--- src/rtl/bba_pkg.sv ---
// Shared types and constants for the block bitmap allocator.
// Used by the controller, the datapath, the top level and the checker; no dependencies.
package bba_pkg;

    localparam int MAP_BYTES = 1024;
    localparam int FUNC_W    = 2;
    localparam int BLK_W     = 13;
    localparam int BYTE_W    = 8;
    localparam int ACTIVE_W  = 11;
    localparam int BIT_W     = $clog2(BYTE_W);
    localparam int IDX_W     = $clog2(MAP_BYTES);
    // summary: one bit per bitmap byte, packed into words, one flop per word
    localparam int WORD_BITS = 32;
    localparam int WSEL_W    = $clog2(WORD_BITS);
    localparam int GRP_W     = IDX_W - WSEL_W;
    localparam int NGRP      = MAP_BYTES / WORD_BITS;

    localparam logic [ACTIVE_W-1:0] ACTIVE_RESET = ACTIVE_W'(1024);
    localparam logic [BYTE_W-1:0]   FIRST_BIT    = 8'h80;

    localparam logic [FUNC_W-1:0] FUNC_ALLOC   = 2'd0;
    localparam logic [FUNC_W-1:0] FUNC_RELEASE = 2'd1;
    localparam logic [FUNC_W-1:0] FUNC_LOAD    = 2'd2;

    typedef struct packed {
        logic [FUNC_W-1:0] func;
        logic [BLK_W-1:0]  block_number;
        logic [BYTE_W-1:0] bitmap_byte;
    } req_t;

    typedef struct packed {
        logic [BLK_W-1:0] result_block;
        logic             ok;
    } rsp_t;

    typedef enum logic [3:0] {
        OP_IDLE,
        OP_CLEAR,
        OP_CAPTURE,
        OP_A_GROUP,
        OP_A_BYTE,
        OP_A_CLAIM,
        OP_R_READ,
        OP_R_SET,
        OP_L_READ,
        OP_L_WRITE,
        OP_FAIL
    } dp_op_t;

    typedef struct packed {
        dp_op_t op;
    } bba_cmd_t;

    typedef struct packed {
        logic [FUNC_W-1:0] func;
        logic              clear_last;
        logic              grp_any;
        logic              alloc_in_range;
        logic              rel_in_range;
        logic              rel_bit_set;
    } bba_status_t;

endpackage

--- src/rtl/bba_ctrl.sv ---
// Controller state machine: sequences the clearing pass and each operation.
// Depends on bba_pkg; commands bba_datapath through bba_cmd_t / bba_status_t.
module bba_ctrl
    import bba_pkg::*;
(
    input  logic        clk,
    input  logic        rst_n,
    input  logic        start,
    output logic        busy,
    input  bba_status_t status,
    output bba_cmd_t    cmd
);

    typedef enum logic [2:0] {
        S_CLEAR,
        S_IDLE,
        S_DECODE,
        S_A_WORD,
        S_A_CLAIM,
        S_R_CHECK,
        S_L_WRITE
    } state_t;

    state_t state_reg, state_next;
    logic   busy_reg;

    always_comb
    begin
        state_next = state_reg;
        cmd.op     = OP_IDLE;
        case (state_reg)
            S_CLEAR:
            begin
                cmd.op = OP_CLEAR;
                if (status.clear_last)
                begin
                    state_next = S_IDLE;
                end
            end
            S_IDLE:
            begin
                if (start)
                begin
                    cmd.op     = OP_CAPTURE;
                    state_next = S_DECODE;
                end
            end
            S_DECODE:
            begin
                state_next = S_IDLE;
                case (status.func)
                    FUNC_ALLOC:
                    begin
                        if (status.grp_any)
                        begin
                            cmd.op     = OP_A_GROUP;
                            state_next = S_A_WORD;
                        end
                        else
                        begin
                            cmd.op = OP_FAIL;
                        end
                    end
                    FUNC_RELEASE:
                    begin
                        if (status.rel_in_range)
                        begin
                            cmd.op     = OP_R_READ;
                            state_next = S_R_CHECK;
                        end
                        else
                        begin
                            cmd.op = OP_FAIL;
                        end
                    end
                    FUNC_LOAD:
                    begin
                        cmd.op     = OP_L_READ;
                        state_next = S_L_WRITE;
                    end
                    default:
                    begin
                        cmd.op = OP_FAIL;
                    end
                endcase
            end
            S_A_WORD:
            begin
                // first nonempty byte past the active size: nothing free in range
                if (status.alloc_in_range)
                begin
                    cmd.op     = OP_A_BYTE;
                    state_next = S_A_CLAIM;
                end
                else
                begin
                    cmd.op     = OP_FAIL;
                    state_next = S_IDLE;
                end
            end
            S_A_CLAIM:
            begin
                cmd.op     = OP_A_CLAIM;
                state_next = S_IDLE;
            end
            S_R_CHECK:
            begin
                cmd.op     = status.rel_bit_set ? OP_FAIL : OP_R_SET;
                state_next = S_IDLE;
            end
            S_L_WRITE:
            begin
                cmd.op     = OP_L_WRITE;
                state_next = S_IDLE;
            end
            default:
            begin
                state_next = S_IDLE;
            end
        endcase
    end

    always_ff @(posedge clk or negedge rst_n)
    begin
        if (!rst_n)
        begin
            state_reg <= S_CLEAR;
            busy_reg  <= 1'b1;
        end
        else
        begin
            state_reg <= state_next;
            busy_reg  <= (state_next != S_IDLE);
        end
    end

    assign busy = busy_reg;

endmodule

--- config.mk ---
export PLATFORM = sky130hd
export DESIGN_NAME = bba_ctrl
export DESIGN_NICKNAME = d
export VERILOG_FILES = /design/src/rtl/bba_pkg.sv /design/src/rtl/bba_ctrl.sv
export SDC_FILE = /design/constraint.sdc
export NUM_CORES = 1
export LEC_CHECK = 0
export CELL_PAD_IN_SITES_DETAIL_PLACEMENT = 0
export CELL_PAD_IN_SITES_GLOBAL_PLACEMENT = 1
export CORE_AREA = 4 4 41 43
export DETAILED_ROUTE_END_ITERATION = 8
export DIE_AREA = 0 0 45 47
export DONT_BUFFER_PORTS = 1
export GPL_ROUTABILITY_DRIVEN = 0
export PLACE_DENSITY_LB_ADDON = 0.25
export SLEW_MARGIN = 10
export SYNTH_ARGS = -nofsm -noshare
export SYNTH_HDL_FRONTEND = slang
export SYNTH_SLANG_ARGS = --single-unit
--- constraint.sdc ---
create_clock -name clk -period 2.85 [get_ports clk]
set_input_delay 0.57 -clock clk [delete_from_list [all_inputs] [get_ports clk]]
set_output_delay 0.57 -clock clk [all_outputs]
set_load 0.05 [all_outputs]
==> impl_metrics.yaml <==
status:
  outcome: "finished, final reports clean"
yosys:
  synth_top_cell_area_share: 0.229
  synth_area_leaders: "dfrtp_1 (23%), dfstp_2 (8.0%), o211ai_1 (6.9%)"
  ys_ff_latch: 4
  synth_xor_area_frac: 0
  async_flop_share: 1.00
  synth_fa_ha_area_frac: 0
  synth_edf_count: 0
  yosysWarnings: 0
  syn_avg_cell_area_um2: 8.00
  ys_dominant_reg_cell: "dfrtp_1"
  yosys.area.top_type: "dfrtp_1"
  yosys-mux-area-fraction: 0.0305
  synth_fp_nets: 51
  synth_top_family_by_area: "compound AO/OA/AOI/OAI gates"
  netlist_area_um2: 328
  synthesis.instances: 41
  synth_compound_area_frac: 0.344
  synth-simple-area-share: 0.267
  synth.distinct_cells: 24
  yosysSeqAreaShare: 0.309
setup_path:
  startpoint: "state_reg[0]"
  cp_max_fo: 14
  arrival_ns: 1.53
  cp.required_ns: 2.28
  reg2reg_from: "state_reg[0]"
  worstSetupEndpointType: "primary output"
  crit_path_top_delay_cell: "dfrtp_1"
  slowest_delay_ns: 0.56
  startpoint_type: "register"
  critical_path_class: "register to primary output"
  path_cells: "nor2_1 -> a22o_1 -> o22ai_1 -> buf_4"
floorplan:
  die_y_um: 47
  die-area_um2: 2120
  num_rows: 13
  start_util: 0.252
  core_area_um2: 1300
  die_w_um: 45
  io_pins: 15
routing:
  drtPass1Iterations: 2
  wl_per_cell_um: 13.0
  drt-vias-per-instance: 5.25
  drc_errors: 0
  num_vias: 331
  drtAntennaViolNets: 0
  drt_iter0_markers: 2
  routed_wl_um: 821
cts:
  clock_sinks: 4
  clk_pin_slew_ns: 0.05
  clk_latency_ns: 0.24
  root_buffer: "clkbuf_4"
  cts_tree: "built"
  clockBufferDepth: 2
  postCtsSetupRepairBufs: 0
  postCtsHoldBufs: 0
  ctsResizeCount: 0
  htree_levels: 1
  cts_buffers: 3
cells_and_area:
  layout_common_cells: "nand2_1 (4), nor2_1 (4), buf_4 (4)"
  drive_gt1_frac: 0.208
  syn_to_final_growth_pct: 23.7
  n_antenna_cell: 0
  finalNetCount: 59
  largest_reg_flops: 3
sta:
  period_share: 0.738
  hold_violations: 0
  maxSlewHeadroom: 0.750
  fmax_ghz: 0.475
  setup_tns_ns: 0
  layout_min_cycle_time_ns: 2.10
  setup_viol: 0
  finClkSkew_ns: 0.00967
  slew_violations: 0
  tightest_slew_ns: 0.375
  rsz0062_at_grt: "no"
power_and_ir_drop:
  peakVddDrop_v: 0.000322
  combPwrFrac: 0.564
  power.switching_mw: 0.306
  seqPwrFrac: 0.291
  finalPower_mw: 0.556
  pwr-share-clk: 0.145
  switching_share: 0.550
  total_leakage_power_nw: 0.166
  power_density_nw_per_um2: 1370
  internal_power_mw: 0.250
run:
  cap_violations: 0
worst_hold_path:
  hold_path.class: "input pin to asynchronous set/reset pin"
grt:
  overflow: 0
  grt_pass1_vias: 349
  grt_max_degree: 15
  grt_pass1_wl_um: 1400
  grt.total_usage: 0.0903
  antenna_found_initial: 0
place:
  port_buffers: 0
  dp_hpwl_um: 652
-- Yosys cell counts (2+ instances only) --
cell type	count
dfrtp_1	3
inv_1	3
nand2_1	4
nand3_1	2
nor2_1	4
nor2b_1	2
o211ai_1	3
o21ai_0	4
-- metrics by stage --
stage	cell area, um^2	hold slack [ns]	util	std cells	setup WS (ns)
global placement	379	0.275	0.291	59	1.03
global route	405	0.00709	0.312	63	0.595
detailed placement	379	0.275	0.291	59	0.993
CTS	405	0.00880	0.312	63	0.721
floorplan	328	0.274	-	41	0.429
finish	405	0.0191	0.312	63	0.747
-- layer usage --
metal,global-route usage,wire length [um]
met2,0.127,362
met3,0.0421,86
met5,0,0
met4,0.0702,0
met1,0.105,372
-- power groups by stage --
stage	registers [mW]	clock network, mW	logic (mW)
after global routing	0.171	0.0858	0.342
final	0.162	0.0806	0.313
after floorplan	0.138	0	0.254
after CTS	0.163	0.0848	0.317
after detailed placement	0.164	0	0.316
after global placement	0.165	0	0.315
-- final cells by class --
type,count,area (um^2)
Clock buffer,4,26.3
Tap cell,15,18.8
Timing Repair Buffer,4,30.0
Sequential cell,4,101
Inverter,3,11.3
Multi-Input combinational cell,33,218
Fill cell,156,896
-- critical path, delay by kind of cell, from the launching register on --
family / cells / cell delay (ns)
compound gates: 2 / 0.37
flops: 1 / 0.56
simple gates: 1 / 0.13
buf+inv: 1 / 0.22
-- path summary, 6_finish.rpt --
check / end / cells past startpoint / slack (ns)
min in group clk: busy / 2 / 0.53
worst max register to register: state_reg[0] / 3 / 1.63
max in group asynchronous: busy / 0 / 2.65
worst max-delay path: cmd[1] / 4 / 0.75
worst min register to register: state_reg[1] / 1 / 0.58
worst min-delay path: state_reg[2] / 0 / 0.02
-- cells by family (layout without fill, tap and decap cells) --
kind of cell,Yosys count,after routing
and+or+nand+nor,17,17
AOI/OAI and AO/OA,15,15
DFF,4,4
buffers and inverters,4,11
muxes,1,1
Power figures use the tool's default switching activity.
